### config.mk
export PLATFORM = sky130hd
export DESIGN_NAME = depth_row_jump_segmenter
export DESIGN_NICKNAME = d
export VERILOG_FILES = /design/src/rtl/drjs_pkg.sv /design/src/rtl/depth_row_jump_segmenter.sv /design/src/rtl/drjs_seg_core.sv /design/src/rtl/drjs_out_buf.sv
export SDC_FILE = /design/constraint.sdc
export NUM_CORES = 1
export LEC_CHECK = 0
export ABC_AREA = 0
export BUFFER_PORTS_ARGS = -buffer_cell sky130_fd_sc_hd__buf_2
export CAP_MARGIN = 20
export CORE_MARGIN = 10
export CORE_UTILIZATION = 34
export DETAILED_ROUTE_END_ITERATION = 10
export SLEW_MARGIN = 10
export SYNTH_ARGS = -nofsm -noshare
export SYNTH_HDL_FRONTEND = slang
export SYNTH_SLANG_ARGS = --single-unit
export TNS_END_PERCENT = 10
### constraint.sdc
create_clock -name clk -period 8.8 [get_ports clk]
set_clock_uncertainty 0.15 [all_clocks]
set_input_delay 1.32 -clock clk [delete_from_list [all_inputs] [get_ports clk]]
set_output_delay 1.32 -clock clk [all_outputs]
set_load 0.01 [all_outputs]
### src/rtl/drjs_pkg.sv
// Types and constants shared by the depth row jump segmenter modules.
`timescale 1ns / 1ps
package drjs_pkg;

  localparam int MAX_COLUMNS = 1024;
  localparam int COL_W       = $clog2(MAX_COLUMNS);
  localparam int MM_W        = 16;
  localparam int MAX_RES     = 4;
  localparam int IDX_W       = $clog2(MAX_RES);
  localparam int CNT_W       = $clog2(MAX_RES + 1);

  localparam logic [MM_W-1:0] THRESH_RESET = 16'd40;

  typedef logic [COL_W-1:0] col_t;
  typedef logic [MM_W-1:0]  mm_t;

  typedef enum logic [1:0] {
    EV_START   = 2'd0,
    EV_END     = 2'd1,
    EV_CLOSEST = 2'd2
  } ev_t;

  typedef struct packed {
    ev_t        event_type;
    col_t       column;
    mm_t        boundary_mm;
    logic       boundary_valid;
    col_t       closest_end_column;
    logic       closest_found;
    logic       last_result;
  } res_t;

  // All result words caused by one sample, in output order.
  typedef struct packed {
    res_t [MAX_RES-1:0] ent;
    logic [CNT_W-1:0]   cnt;
  } res_bundle_t;

endpackage

### src/rtl/depth_row_jump_segmenter.sv
// A sample waits in the input register until the result buffer can take its result words.
// Throughput: one sample per cycle while out_ready is high and samples cause at most one
// word; a sample that causes more words (up to four) holds the input until all have left.
// Reset (rst, synchronous, active high) empties the input and result registers, clears
// the row state and sets the jump threshold to 40 mm.
`timescale 1ns / 1ps
module depth_row_jump_segmenter
  import drjs_pkg::*;
(
  input  logic        clk,
  input  logic        rst,
  input  logic        cfg_valid,
  output logic        cfg_ready,
  input  logic [15:0] cfg_data,
  input  logic        in_valid,
  output logic        in_ready,
  input  logic [15:0] distance_mm,
  input  logic        sample_valid,
  input  logic        row_end,
  output logic        out_valid,
  input  logic        out_ready,
  output logic [1:0]  event_type,
  output logic [9:0]  column,
  output logic [15:0] boundary_mm,
  output logic        boundary_valid,
  output logic [9:0]  closest_end_column,
  output logic        closest_found,
  output logic        last_result
);

  mm_t         jump_threshold_mm;
  logic        in_full;
  mm_t         d_q;
  logic        v_q;
  logic        end_q;
  logic        step;
  logic        can_load;
  res_bundle_t bundle;
  res_t        head;

  assign cfg_ready = 1'b1;
  assign step      = in_full && can_load;
  assign in_ready  = !in_full || step;

  always_ff @(posedge clk) begin
    if (rst) begin
      jump_threshold_mm <= THRESH_RESET;
    end else if (cfg_valid) begin
      jump_threshold_mm <= cfg_data;
    end
  end

  always_ff @(posedge clk) begin
    if (rst) begin
      in_full <= 1'b0;
    end else if (in_ready) begin
      in_full <= in_valid;
    end
  end

  always_ff @(posedge clk) begin
    if (in_valid && in_ready) begin
      d_q   <= distance_mm;
      v_q   <= sample_valid;
      end_q <= row_end;
    end
  end

  drjs_seg_core u_core (
    .clk    (clk),
    .rst    (rst),
    .step   (step),
    .d      (d_q),
    .v      (v_q),
    .row_end(end_q),
    .thr    (jump_threshold_mm),
    .bundle (bundle)
  );

  drjs_out_buf u_buf (
    .clk      (clk),
    .rst      (rst),
    .load     (step),
    .bundle   (bundle),
    .out_ready(out_ready),
    .out_valid(out_valid),
    .head     (head),
    .can_load (can_load)
  );

  assign event_type         = head.event_type;
  assign column             = head.column;
  assign boundary_mm        = head.boundary_mm;
  assign boundary_valid     = head.boundary_valid;
  assign closest_end_column = head.closest_end_column;
  assign closest_found      = head.closest_found;
  assign last_result        = head.last_result;

endmodule

### src/rtl/drjs_seg_core.sv
// Row segmentation state and the single-pass logic that turns one sample into result words.
`timescale 1ns / 1ps
module drjs_seg_core
  import drjs_pkg::*;
(
  input  logic        clk,
  input  logic        rst,
  input  logic        step,
  input  mm_t         d,
  input  logic        v,
  input  logic        row_end,
  input  mm_t         thr,
  output res_bundle_t bundle
);

  col_t column_count, column_count_next;
  mm_t  last_valid_mm, last_valid_mm_next;
  logic last_valid_seen, last_valid_seen_next;
  mm_t  prior_raw_mm, prior_raw_mm_next;
  logic prior_raw_valid, prior_raw_valid_next;
  col_t open_start_column, open_start_column_next;
  mm_t  open_start_mm, open_start_mm_next;
  logic open_start_valid, open_start_valid_next;
  col_t best_start_column, best_start_column_next;
  col_t best_end_column, best_end_column_next;
  mm_t  best_mm, best_mm_next;
  logic best_found, best_found_next;

  logic [CNT_W-1:0] n;
  mm_t              diff;

  function automatic res_t mk_res(ev_t ev, col_t col, mm_t mm, logic valid,
                                  col_t end_col, logic found);
    res_t r;
    r.event_type         = ev;
    r.column             = col;
    r.boundary_mm        = valid ? mm : '0;
    r.boundary_valid     = valid;
    r.closest_end_column = end_col;
    r.closest_found      = found;
    r.last_result        = 1'b0;
    return r;
  endfunction

  // A closing segment replaces the best one when its start is valid, nonzero and nearer.
  function automatic logic qualifies(logic ov, mm_t omm, logic found, mm_t bmm);
    return ov && (omm != '0) && (!found || (omm < bmm));
  endfunction

  assign diff = (d >= last_valid_mm) ? (d - last_valid_mm) : (last_valid_mm - d);

  always_comb begin
    bundle                 = '0;
    n                      = '0;
    column_count_next      = column_count;
    last_valid_mm_next     = last_valid_mm;
    last_valid_seen_next   = last_valid_seen;
    prior_raw_mm_next      = prior_raw_mm;
    prior_raw_valid_next   = prior_raw_valid;
    open_start_column_next = open_start_column;
    open_start_mm_next     = open_start_mm;
    open_start_valid_next  = open_start_valid;
    best_start_column_next = best_start_column;
    best_end_column_next   = best_end_column;
    best_mm_next           = best_mm;
    best_found_next        = best_found;

    if (column_count == COL_W'(1)) begin
      bundle.ent[n[IDX_W-1:0]] = mk_res(EV_START, COL_W'(1), d, v, '0, 1'b0);
      n                        = n + CNT_W'(1);
      open_start_column_next   = COL_W'(1);
      open_start_mm_next       = d;
      open_start_valid_next    = v;
      last_valid_seen_next     = v;
      last_valid_mm_next       = v ? d : '0;
    end else if (column_count >= COL_W'(2) && v) begin
      if (last_valid_seen && (diff > thr)) begin
        bundle.ent[n[IDX_W-1:0]] = mk_res(EV_END, column_count - COL_W'(1), last_valid_mm,
                                          1'b1, '0, 1'b0);
        n = n + CNT_W'(1);
        if (qualifies(open_start_valid_next, open_start_mm_next, best_found_next,
                      best_mm_next)) begin
          best_start_column_next = open_start_column_next;
          best_end_column_next   = column_count - COL_W'(1);
          best_mm_next           = open_start_mm_next;
          best_found_next        = 1'b1;
        end
        bundle.ent[n[IDX_W-1:0]] = mk_res(EV_START, column_count, d, 1'b1, '0, 1'b0);
        n                        = n + CNT_W'(1);
        open_start_column_next   = column_count;
        open_start_mm_next       = d;
        open_start_valid_next    = 1'b1;
      end
      last_valid_mm_next   = d;
      last_valid_seen_next = 1'b1;
    end

    if (row_end) begin
      if (column_count != '0) begin
        bundle.ent[n[IDX_W-1:0]] = mk_res(EV_END, column_count - COL_W'(1), prior_raw_mm,
                                          prior_raw_valid, '0, 1'b0);
        n = n + CNT_W'(1);
        if (qualifies(open_start_valid_next, open_start_mm_next, best_found_next,
                      best_mm_next)) begin
          best_start_column_next = open_start_column_next;
          best_end_column_next   = column_count - COL_W'(1);
          best_mm_next           = open_start_mm_next;
          best_found_next        = 1'b1;
        end
      end
      if (best_found_next) begin
        bundle.ent[n[IDX_W-1:0]] = mk_res(EV_CLOSEST, best_start_column_next, best_mm_next,
                                          1'b1, best_end_column_next, 1'b1);
      end else begin
        bundle.ent[n[IDX_W-1:0]] = mk_res(EV_CLOSEST, '0, '0, 1'b0, '0, 1'b0);
      end
      n = n + CNT_W'(1);

      // The row is over: everything but the threshold returns to its reset value.
      column_count_next      = '0;
      last_valid_mm_next     = '0;
      last_valid_seen_next   = 1'b0;
      prior_raw_mm_next      = '0;
      prior_raw_valid_next   = 1'b0;
      open_start_column_next = '0;
      open_start_mm_next     = '0;
      open_start_valid_next  = 1'b0;
      best_start_column_next = '0;
      best_end_column_next   = '0;
      best_mm_next           = '1;
      best_found_next        = 1'b0;
    end else begin
      prior_raw_mm_next    = d;
      prior_raw_valid_next = v;
      if (column_count < COL_W'(MAX_COLUMNS - 1)) begin
        column_count_next = column_count + COL_W'(1);
      end
    end

    for (int i = 0; i < MAX_RES; i++) begin
      bundle.ent[i].last_result = (n != '0) && (CNT_W'(i) == (n - CNT_W'(1)));
    end
    bundle.cnt = n;
  end

  always_ff @(posedge clk) begin
    if (rst) begin
      column_count      <= '0;
      last_valid_mm     <= '0;
      last_valid_seen   <= 1'b0;
      prior_raw_mm      <= '0;
      prior_raw_valid   <= 1'b0;
      open_start_column <= '0;
      open_start_mm     <= '0;
      open_start_valid  <= 1'b0;
      best_start_column <= '0;
      best_end_column   <= '0;
      best_mm           <= '1;
      best_found        <= 1'b0;
    end else if (step) begin
      column_count      <= column_count_next;
      last_valid_mm     <= last_valid_mm_next;
      last_valid_seen   <= last_valid_seen_next;
      prior_raw_mm      <= prior_raw_mm_next;
      prior_raw_valid   <= prior_raw_valid_next;
      open_start_column <= open_start_column_next;
      open_start_mm     <= open_start_mm_next;
      open_start_valid  <= open_start_valid_next;
      best_start_column <= best_start_column_next;
      best_end_column   <= best_end_column_next;
      best_mm           <= best_mm_next;
      best_found        <= best_found_next;
    end
  end

endmodule

### src/rtl/drjs_out_buf.sv
// Result buffer that holds the words of one sample and hands them out one per cycle while out_ready is high.
`timescale 1ns / 1ps
module drjs_out_buf
  import drjs_pkg::*;
(
  input  logic        clk,
  input  logic        rst,
  input  logic        load,
  input  res_bundle_t bundle,
  input  logic        out_ready,
  output logic        out_valid,
  output res_t        head,
  output logic        can_load
);

  res_t [MAX_RES-1:0] ent;
  logic [CNT_W-1:0]   cnt;
  logic               pop;

  assign out_valid = (cnt != '0);
  assign pop       = out_valid && out_ready;
  assign head      = ent[0];
  // A new batch may enter once the buffer is empty or its last word leaves now.
  assign can_load  = (cnt == '0) || ((cnt == CNT_W'(1)) && out_ready);

  always_ff @(posedge clk) begin
    if (rst) begin
      cnt <= '0;
    end else if (load) begin
      cnt <= bundle.cnt;
    end else if (pop) begin
      cnt <= cnt - CNT_W'(1);
    end
  end

  always_ff @(posedge clk) begin
    if (load) begin
      ent <= bundle.ent;
    end else if (pop) begin
      for (int i = 0; i < MAX_RES - 1; i++) begin
        ent[i] <= ent[i + 1];
      end
    end
  end

endmodule

==> results.txt, run 1 <==
Max Slew Vio Count - 0
Tmin final - 8.20 ns
P_leak - 8.05 nW
post-synth top area share - 0.315
min-delay src - jump_threshold_mm[8]$_SDFFE_PP0P_
Post-synth ARST share - 0
crit path DAT - 8.32 ns
Initial Util - 0.345
average size of a mapped cell - 9.46 um^2
leading cell type by number of instances after synthesis - nor2_1
post-synth cell types - 73
DP HPWL - 38.0 mm
Fmax - 122 MHz
kind of end point of the critical path - flop
Setup violations, final - 0
Layout Cells excl Fill - 2564
DRC errors left - 0
io pins - 83
Setup CP Type - flop to flop
met2 GRT Util - 0.302
Max Cap Viol - 0
r2r setup slk - 0.60 ns
Worst Setup Start Kind - flop
sink of the worst hold path - jump_threshold_mm[8]$_SDFFE_PP0P_
CP Max Fanout - 14
Most Frequent Cell on Critical Path - a21o_1
First-pass DRT Iterations - 5
Final Hold Viols - 0
met3 GRT Util - 0.0335
worst hold stages - 2
htree depth - 2
input/output buffers - 81
register bit total from synthesis - 310
Slowest-stage cell, CP - a222oi_1
initial drt markers - 1550
PwrDens - 280 nW/um^2
Post-synth EDFFs - 182
GR peak layer - met2
clk slew on worst S/H paths - 0.06 ns
status - complete, no violations
sequential cell area fraction in the yosys report - 0.462
total routed wirelength - 56.9 mm
Syn Nets - 1967
most frequent cells after synthesis - nor2_1 (205), edfxtp_1 (182), nand2_1 (148)
Core Area - 50400 um^2
GR Util All Layers - 0.181
CTS buffer count - 36
wire length per cell - 22.2 um
Placed Cells incl. Taps - 2492
pre-CTS setup slack - 0.137 ns
yosys warns - 0
vias in the first global route - 14200
Syn-to-layout area delta - 13.3%
TritonCTS clock tree - done
via count - 14700
Worst Hold Class - flop to flop
Overflow after GRT - 0
RR Startpoint - d_q[0]$_DFFE_PP_
Die Span Y - 246 um
worst vdd ir - 0.173 mV
setup TNS - 0 ns
later-pin clock latency in the skew report - 0.55 ns
cell count after synthesis - 1836
top cells by area, synth - edfxtp_1 (31%), dfxtp_1 (15%), ha_1 (6.5%)
RSZ-0062 raised after global routing - no
first-pass GRT wire length - 86.9 mm
GR Util met1 - 0.236
Top FF cell, synth - edfxtp_1
die width - 246 um
clk buf depth - 3
utilization after layout - 0.391
root buffer cell - clkbuf_16
Post-DRT Antenna Nets - 0
Worst R2R End - u_buf.head[31]$_DFFE_PP_
diodes inserted - 0
largest net degree at the start of global routing - 84
Worst Max-Slew Pin Slew - 1.15 ns
cell accounting for the most synthesized area - edfxtp_1
period utilisation layout - 0.931
Final Power - 5.51 mW
final RePlAce weighted congestion - 0.898
FP Rows - 82
Total Nets Final - 1996
Sink Count - 310
Vias/cell - 5.75
max incr delay on CP - 0.45 ns
initial antenna violation count - 1
Synth Cell Area - 17400 um^2
Slew HR - 0.234
die footprint - 60500 um^2
Crit path required time - 8.93 ns
share of cells above drive strength 1 - 0.135
R2R depth - 33
Final Worst Setup Slack - 0.604 ns
state kept, by name, summed over array words and instances, names as in the netlist, 16 cells and up:
register	flops
u_core.best_mm	16
u_core.prior_raw_mm	16
jump_threshold_mm	16
u_core.open_start_mm	16
d_q	16
u_core.last_valid_mm	16
u_buf.ent	123
u_buf.head	41
power by group:
group | total (mW) | switching [mW] | leakage (nW) | internal (mW)
logic | 1.74 | 1.18 | 4.68 | 0.565
clock network | 1.50 | 0.633 | 0.563 | 0.870
registers | 2.27 | 0.161 | 2.80 | 2.11
what timing repair did:
item | CTS | global route
setup endpoints to repair | 0 | 108
resized for setup | 0 | 17
buffers inserted | 0 | 6
hold buffers | 0 | 0
per-stage QoR:
stage | hold WS [ns] | instance area (um^2)
after CTS | 0.348 | 19600
after floorplan | 0.307 | 17400
after global routing | 0.372 | 19700
after detailed placement | 0.333 | 18400
final | 0.343 | 19700
after global placement | 0.326 | 18400
critical path: cells and delay by family, from the launching register on:
kind                       cells  cell delay, ns
and+or+nand+nor                3            0.67
DFF                            1            0.39
buffers and inverters          4            0.66
xor gates and xnor gates       1            0.13
adders and majority gates      4            1.15
muxes                          1            0.28
AOI/OAI and AO/OA             20            4.49
kinds of logic after synthesis:
kind of cell / Yosys count / share of synthesized area
muxes: 86 / 0.0504
xor gates and xnor gates: 26 / 0.0131
adders and majority gates: 92 / 0.0671
AOI/OAI and AO/OA: 538 / 0.208
and+or+nand+nor: 505 / 0.129
DFF: 310 / 0.462
other: 2 / 0.000432
buffers and inverters: 277 / 0.0699
cell usage in the layout, fill, tap and decap left out, drive strengths merged, types with 6 or more instances in the layout:
cell and count:
nand4 13, nor4 12, buf 154, a221o 6, xnor2 13, dfxtp 128
a21oi 111, o21a 8, xor2 13, o211ai 23, ha 90, a22oi 95
a31oi 13, nand3 28, a221oi 14, clkbuf 49, nor2 206, mux2i 74
clkinv 11, a32oi 26, nand2b 20, o221ai 22, or3 6, a21o 37
a222oi 8, and3 11, inv 115, edfxtp 182, nor3 33, mux2 12
nand2 149, o21ai 119, and2 13, a211oi 22
worst max-delay path by stage:
stage                                start  cells after the start                        to  slack [ns]
final                     d_q[0]$_DFFE_PP_                     33  u_buf.head[31]$_DFFE_PP_        0.60
after global routing      d_q[0]$_DFFE_PP_                     33  u_buf.ent[116]$_DFFE_PP_        0.07
after CTS                 d_q[0]$_DFFE_PP_                     32  u_buf.head[35]$_DFFE_PP_        0.10
after detailed placement  d_q[0]$_DFFE_PP_                     32  u_buf.head[35]$_DFFE_PP_        0.14
after global placement    d_q[0]$_DFFE_PP_                     32  u_buf.head[35]$_DFFE_PP_        0.39
after floorplan           d_q[0]$_DFFE_PP_                     35  u_buf.head[31]$_DFFE_PP_        0.58
metal layers:
layer / share of wire / vias up
met2: 0.47 / 695
met5: 0.00023 / -
met4: 0.027 / 2
met3: 0.082 / 107
li1: - / 6745
met1: 0.42 / 7199
layout make-up:
cell class | count | area (um^2)
Fill cell | 4945 | 30700
Tap cell | 672 | 841
Clock inverter | 16 | 188
Multi-Input combinational cell | 1249 | 8240
Clock buffer | 49 | 970
Sequential cell | 310 | 8030
Inverter | 114 | 434
Timing Repair Buffer | 154 | 973
Power figures use the tool's default switching activity.
==> inputs of run 2 (changes only) <==
--- a/config.mk
+++ b/config.mk
@@ -9,7 +9,7 @@
 export BUFFER_PORTS_ARGS = -buffer_cell sky130_fd_sc_hd__buf_2
 export CAP_MARGIN = 20
 export CORE_MARGIN = 10
-export CORE_UTILIZATION = 34
+export CORE_UTILIZATION = 40
 export DETAILED_ROUTE_END_ITERATION = 10
 export SLEW_MARGIN = 10
 export SYNTH_ARGS = -nofsm -noshare
==> results.txt, run 2 (synthesized netlist as in run 1, its figures left out) <==
kind of end point of the critical path - flop
TritonCTS clock tree - done
sink of the worst hold path - jump_threshold_mm[3]$_SDFFE_PP1P_
worst hold stages - 2 (unchanged)
Tmin final - 8.39 ns (+0.197 ns)
CP Max Fanout - 20 (+6)
Core Area - 43000 um^2 (-15%)
Largest Register - u_buf.ent
period utilisation layout - 0.954 (+0.0223)
Seq pwr share - 0.411 (about the same)
pre-CTS setup slack - 0.203 ns (+0.0656 ns)
Comb pwr share - 0.323 (+0.007)
DP HPWL - 36.9 mm (-3.0%)
root buffer cell - clkbuf_16
R2R depth - 35 (+6.1%)
status - complete, no violations
via count - 14500 (-1.6%)
Max Cap Viol - 0 (unchanged)
Worst R2R End - u_buf.head[25]$_DFFE_PP_
Net Sw Frac - 0.357 (about the same)
P_leak - 8.07 nW (+0.32%)
Fmax - 119 MHz (-2.3%)
RR Startpoint - d_q[0]$_DFFE_PP_
Total Nets Final - 2007 (+0.55%)
commonest non-fill, non-tap cell in the layout - nor2_1
GR Util All Layers - 0.202 (+0.0210)
critical path startpoint - d_q[0]$_DFFE_PP_
Layout Cells excl Fill - 2490 (-2.9%)
Sink Count - 310 (unchanged)
Worst Hold Class - flop to flop
first-pass GRT wire length - 84.7 mm (-2.5%)
RSZ-0062 raised after global routing - yes
max reg flops - 123 (unchanged)
Hold-fix buffers, CTS - 0 (unchanged)
Vias/cell - 5.83 (+1.4%)
Initial Util - 0.404 (+0.0593)
commonest non-fill, non-tap cells in the layout - nor2_1 (203), edfxtp_1 (182), nand2_1 (147)
input/output buffers - 81 (unchanged)
Slew HR - 0.282 (+0.0485)
DRC errors left - 0 (unchanged)
Setup violations, final - 0 (unchanged)
Power Internal - 3.52 mW (-0.54%)
Setup CP Type - flop to flop
FP Rows - 76 (-7.3%)
max incr delay on CP - 0.38 ns (-0.07 ns)
later-pin clock latency in the skew report - 0.57 ns (+0.02 ns)
Final Worst Setup Slack - 0.408 ns (-0.197 ns)
Overflow after GRT - 0 (unchanged)
fill count - 4155 (-16%)
largest net degree at the start of global routing - 79 (-6.0%)
die width - 228 um (-7.2%)
total routed wirelength - 54.8 mm (-3.7%)
CTS buffer count - 37 (+2.8%)
wire length per cell - 22.0 um (-0.83%)
Worst Max-Slew Pin Slew - 1.08 ns (-0.0687 ns)
vias in the first global route - 14200 (-0.38%)
Max Slew Vio Count - 0 (unchanged)
clk buf depth - 3 (unchanged)
Worst Setup Start Kind - flop
Clock power frac - 0.266 (-0.006)
die footprint - 52200 um^2 (-14%)
crit path DAT - 8.66 ns (+0.34 ns)
Sw Pwr - 1.96 mW (-0.61%)
share of cells above drive strength 1 - 0.138 (+0.00328)
Placed Cells incl. Taps - 2419 (-2.9%)
clk slew on worst S/H paths - 0.06 ns (about the same)
min-delay src - jump_threshold_mm[3]$_SDFFE_PP1P_
Syn-to-layout area delta - 12.8%
Post-DRT Antenna Nets - 0 (unchanged)
initial antenna violation count - 1 (unchanged)
initial drt markers - 1355 (-13%)
Crit path required time - 9.07 ns (+0.14 ns)
PwrDens - 280 nW/um^2 (-0.20%)
final RePlAce weighted congestion - 0.927 (+3.3%)
First-pass DRT Iterations - 5 (unchanged)
worst vdd ir - 0.202 mV (+17%)
r2r setup slk - 0.41 ns (-0.20 ns)
Die Span Y - 228 um (-7.2%)
Final Hold Viols - 0 (unchanged)
io pins - 83 (unchanged)
Slowest-stage cell, CP - fa_1
diodes inserted - 0 (unchanged)
htree depth - 2 (unchanged)
## run 2: power by group through the flow
stage | registers (mW) | logic, mW | clock network, mW
final | 2.25 | 1.77 | 1.46
after detailed placement | 2.28 | 1.77 | 0
after floorplan | 2.26 | 1.24 | 0
after global placement | 2.27 | 1.74 | 0
after CTS | 2.25 | 1.77 | 1.49
after global routing | 2.29 | 1.96 | 1.55
## run 2: worst max-delay path: cells and delay by family (launching register included)
family,cells,cell delay [ns]
compound gates,19,4.07
fa+ha+maj,4,1.13
flops,1,0.37
simple gates,3,0.65
mux,2,0.57
xor+xnor,1,0.12
buf+inv,6,1.16
## run 2: cell type report
class                   instances  area (um^2)  area share
multi-input cells            1249         8220       0.419
flip-flops and latches        310         8030       0.410
repair buffers                164         1050      0.0538
clock buffers                  49          981      0.0500
well taps                     585          732      0.0373
inverters                     114          434      0.0221
clock inverters                19          154     0.00785
## run 2: through the flow
stage	power, mW	TNS (ns)	util	hold slack, ns	cell area (um^2)
floorplan	3.50	0	-	0.307	17400
global placement	4.01	0	0.428	0.323	18400
global route	5.79	-1.39	0.456	0.369	19600
detailed placement	4.04	0	0.428	0.332	18400
CTS	5.51	0	0.455	0.340	19500
finish	5.48	0	0.456	0.341	19600
## run 2: timing repair
item / CTS / global route
setup endpoints to repair: 0 / 80
setup buffers: 0 / 3
gates resized for setup: 0 / 13
## run 2: worst max-delay path by stage
stage | end | slack (ns) | cells after the start
after floorplan | u_buf.head[31]$_DFFE_PP_ | 0.58 | 35
after CTS | u_buf.head[31]$_DFFE_PP_ | 0.16 | 33
after global routing | u_buf.head[21]$_DFFE_PP_ | -0.11 | 34
final | u_buf.head[25]$_DFFE_PP_ | 0.41 | 35
after detailed placement | u_buf.head[31]$_DFFE_PP_ | 0.20 | 33
after global placement | u_buf.head[17]$_DFFE_PP_ | 0.37 | 34
## run 2: layer usage
metal	track usage	up-vias	wire length, um
met5	0	-	0
met4	0.0760	0	1720
met3	0.0314	107	3510
met2	0.325	573	25200
met1	0.270	7076	24400
li1	-	6762	-
==> inputs of run 3 (changes only) <==
--- a/config.mk
+++ b/config.mk
@@ -5,12 +5,13 @@
 export SDC_FILE = /design/constraint.sdc
 export NUM_CORES = 1
 export LEC_CHECK = 0
-export ABC_AREA = 0
+export ABC_AREA = 1
 export BUFFER_PORTS_ARGS = -buffer_cell sky130_fd_sc_hd__buf_2
 export CAP_MARGIN = 20
 export CORE_MARGIN = 10
 export CORE_UTILIZATION = 40
 export DETAILED_ROUTE_END_ITERATION = 10
+export PLACE_DENSITY_LB_ADDON = 0.1
 export SLEW_MARGIN = 10
 export SYNTH_ARGS = -nofsm -noshare
 export SYNTH_HDL_FRONTEND = slang
==> results.txt, run 3 <==
status - complete, no violations
Placed Cells incl. Taps - 2788 (+15%)
TritonCTS clock tree - done
Post-DRT Antenna Nets - 0 (unchanged)
Worst Setup Start Kind - flop
root buffer cell - clkbuf_16
max incr delay on CP - 0.58 ns (+0.20 ns)
Most Frequent Cell on Critical Path - nand2_1
min-delay src - u_core.best_mm[8]$_SDFFE_PP1P_
Setup CP Type - flop to flop
post-synthesis simple-gate area fraction - 0.175 (+0.0467)
initial drt markers - 1541 (+14%)
r2r setup slk - 0.79 ns (+0.38 ns)
Syn-to-layout area delta - 9.10%
utilization after layout - 0.440 (-0.0164)
yosys warns - 0 (unchanged)
Max Slew Vio Count - 0 (unchanged)
io pins - 83 (unchanged)
Vias/cell - 5.50 (-5.7%)
R2R depth - 36 (+2.9%)
Slowest-stage cell, CP - o21ai_1
cell accounting for the most synthesized area - edfxtp_1
first-pass GRT wire length - 91.6 mm (+8.2%)
Hold-fix buffers, CTS - 0 (unchanged)
total routed wirelength - 60.7 mm (+11%)
max reg flops - 123 (unchanged)
Core Area - 45200 um^2 (+5.1%)
share of cells above drive strength 1 - 0.104 (-0.0336)
P_leak - 8.43 nW (+4.4%)
leading cell type by number of instances after synthesis - nand2_1
vias in the first global route - 14600 (+3.2%)
htree depth - 2 (unchanged)
sink of the worst hold path - u_core.best_mm[8]$_SDFFE_PP1P_
Largest Register - u_buf.ent
register bit total from synthesis - 310 (unchanged)
Total Nets Final - 2362 (+18%)
input/output buffers - 81 (unchanged)
Final Worst Setup Slack - 0.786 ns (+0.378 ns)
Die Span Y - 233 um (+2.2%)
Post-synth ARST share - 0 (unchanged)
Fmax - 125 MHz (+4.7%)
die width - 233 um (+2.2%)
Max Cap Viol - 0 (unchanged)
Crit path required time - 8.92 ns (-0.15 ns)
CP Max Fanout - 55 (+180%)
PwrDens - 278 nW/um^2 (-0.68%)
DP HPWL - 41.6 mm (+13%)
Worst Max-Slew Pin Slew - 1.05 ns (-0.0280 ns)
most frequent cells after synthesis - nand2_1 (489), inv_1 (261), o21ai_0 (195)
wire length per cell - 21.2 um (-3.6%)
post-synth top area share - 0.300 (-0.0145)
Worst Hold Class - flop to flop
period utilisation layout - 0.911 (-0.0430)
largest family of logic cells by synthesized area - compound AO/OA/AOI/OAI gates
Tmin final - 8.01 ns (-0.378 ns)
clk slew on worst S/H paths - 0.06 ns (about the same)
Worst R2R End - u_buf.head[6]$_DFFE_PP_
top cells by area, synth - edfxtp_1 (30%), dfxtp_1 (14%), nand2_1 (10%)
cell count after synthesis - 2231 (+22%)
Top FF cell, synth - edfxtp_1
average size of a mapped cell - 8.16 um^2 (-14%)
largest net degree at the start of global routing - 158 (+100%)
post-synth cell types - 60 (-18%)
commonest non-fill, non-tap cell in the layout - nand2_1
die footprint - 54500 um^2 (+4.4%)
final RePlAce weighted congestion - 0.918 (-0.99%)
sequential cell area fraction in the yosys report - 0.441 (-0.0213)
diodes inserted - 0 (unchanged)
worst vdd ir - 0.262 mV (+30%)
later-pin clock latency in the skew report - 0.56 ns (about the same)
FP Rows - 78 (+2.6%)
via count - 15700 (+8.3%)
setup TNS - 0 ns (unchanged)
CTS buffer count - 38 (+2.7%)
Layout Cells excl Fill - 2860 (+15%)
commonest non-fill, non-tap cells in the layout - nand2_1 (487), inv_1 (259), o21ai_0 (186)
Overflow after GRT - 0 (unchanged)
kind of end point of the critical path - flop
Post-synth EDFFs - 182 (unchanged)
post-synthesis adder-cell area fraction - 0.0640 (-0.00309)
Setup violations, final - 0 (unchanged)
RR Startpoint - d_q[11]$_DFFE_PP_
Final Hold Viols - 0 (unchanged)
clk buf depth - 3 (unchanged)
RSZ-0062 raised after global routing - no
pre-CTS setup slack - 0.369 ns (+0.167 ns)
Slew HR - 0.299 (+0.0171)
compound-gate portion of the synthesized area - 0.196 (-0.0125)
Sink Count - 310 (unchanged)
DRC errors left - 0 (unchanged)
GR Util All Layers - 0.218 (+0.0155)
Synth Cell Area - 18200 um^2 (+4.8%)
worst hold stages - 2 (unchanged)
xor and xnor area share after synthesis - 0.0101 (-0.00301)
crit path DAT - 8.13 ns (-0.53 ns)
initial antenna violation count - 0 (-1)
Syn Nets - 2362 (+20%)
Initial Util - 0.403 (-0.00117)
First-pass DRT Iterations - 5 (unchanged)
post-synthesis mux area share - 0.00220 (-0.0482)
## run 3: cell count changes in the layout (fill, tap and decap cells not counted), moves of 26 or more
cell     change
nand3_1     +26
nor2_1      -32
o21ai_0     +79
nand2_1    +340
a21o_1      -34
o21ai_1     +63
a22oi_1     -75
a21oi_1     +40
inv_1      +147
o22ai_1     +51
buf_4       -53
mux2i_1     -69
o21ai_2     +29
## run 3: repair_timing
action                                  4_1_cts  5_1_grt
resized for setup                             0       11
hold endpoints to repair                      0        0
setup buffers                                 0        2
endpoints found under the setup margin        0      144
## run 3: layout make-up
cell class / instances / area (um^2)
fillers: 4614 / 25300
multi-input cells: 1501 / 8190
flip-flops and latches: 310 / 8030
clock buffers: 58 / 1110
inverters: 268 / 1010
well taps: 600 / 751
repair buffers: 112 / 698
clock inverters: 11 / 73.8
## run 3: per-layer routing
layer / share of wire / global-route usage
met1: 0.48 / 0.322
met2: 0.43 / 0.322
met3: 0.072 / 0.0359
met4: 0.019 / 0.0566
met5: 0 / 0
## run 3: worst max-delay path by stage
stage / from / end / slack (ns) / depth (start not counted)
global placement: d_q[9]$_DFFE_PP_ / u_buf.head[33]$_DFFE_PP_ / 0.35 / 35
CTS: d_q[11]$_DFFE_PP_ / u_buf.head[4]$_DFFE_PP_ / 0.29 / 35
detailed placement: d_q[11]$_DFFE_PP_ / u_buf.head[4]$_DFFE_PP_ / 0.37 / 35
floorplan: d_q[11]$_DFFE_PP_ / u_buf.ent[51]$_DFFE_PP_ / 2.61 / 38
finish: d_q[11]$_DFFE_PP_ / u_buf.head[6]$_DFFE_PP_ / 0.79 / 36
global route: d_q[11]$_DFFE_PP_ / u_buf.ent[129]$_SDFFCE_PN0P_ / 0.14 / 35
## run 3: kinds of logic (layout without fill, tap and decap cells)
kind of cell / Yosys count / in the layout
AOI/OAI and AO/OA: 607 / 607
xor gates and xnor gates: 21 / 21
adders and majority gates: 92 / 92
buffers and inverters: 420 / 449
DFF: 310 / 310
muxes: 4 / 4
other: 2 / 2
and+or+nand+nor: 775 / 775
## run 3: where the power goes
part / switching (mW) / internal, mW / leakage [nW] / total [mW]
clock network: 0.628 / 0.897 / 0.579 / 1.52
registers: 0.163 / 2.12 / 2.82 / 2.28
logic: 1.17 / 0.545 / 5.03 / 1.72
total: 1.96 / 3.56 / 8.43 / 5.52
## run 3: metrics by stage
step	power [mW]	hold WS, ns	instance area, um^2
final	5.52	0.316	19900
after global routing	5.84	0.343	19900
after CTS	5.54	0.320	19800
after detailed placement	4.00	0.306	18600
after global placement	3.99	0.299	18600
after floorplan	3.52	0.289	18200
## run 3: critical path, delay by kind of cell (launching register included)
kind            cells  cell delay [ns]
fa+ha+maj           3             1.01
xor+xnor            1             0.19
simple gates       18             2.58
flops               1             0.47
buf+inv             5             0.64
compound gates      9             2.65
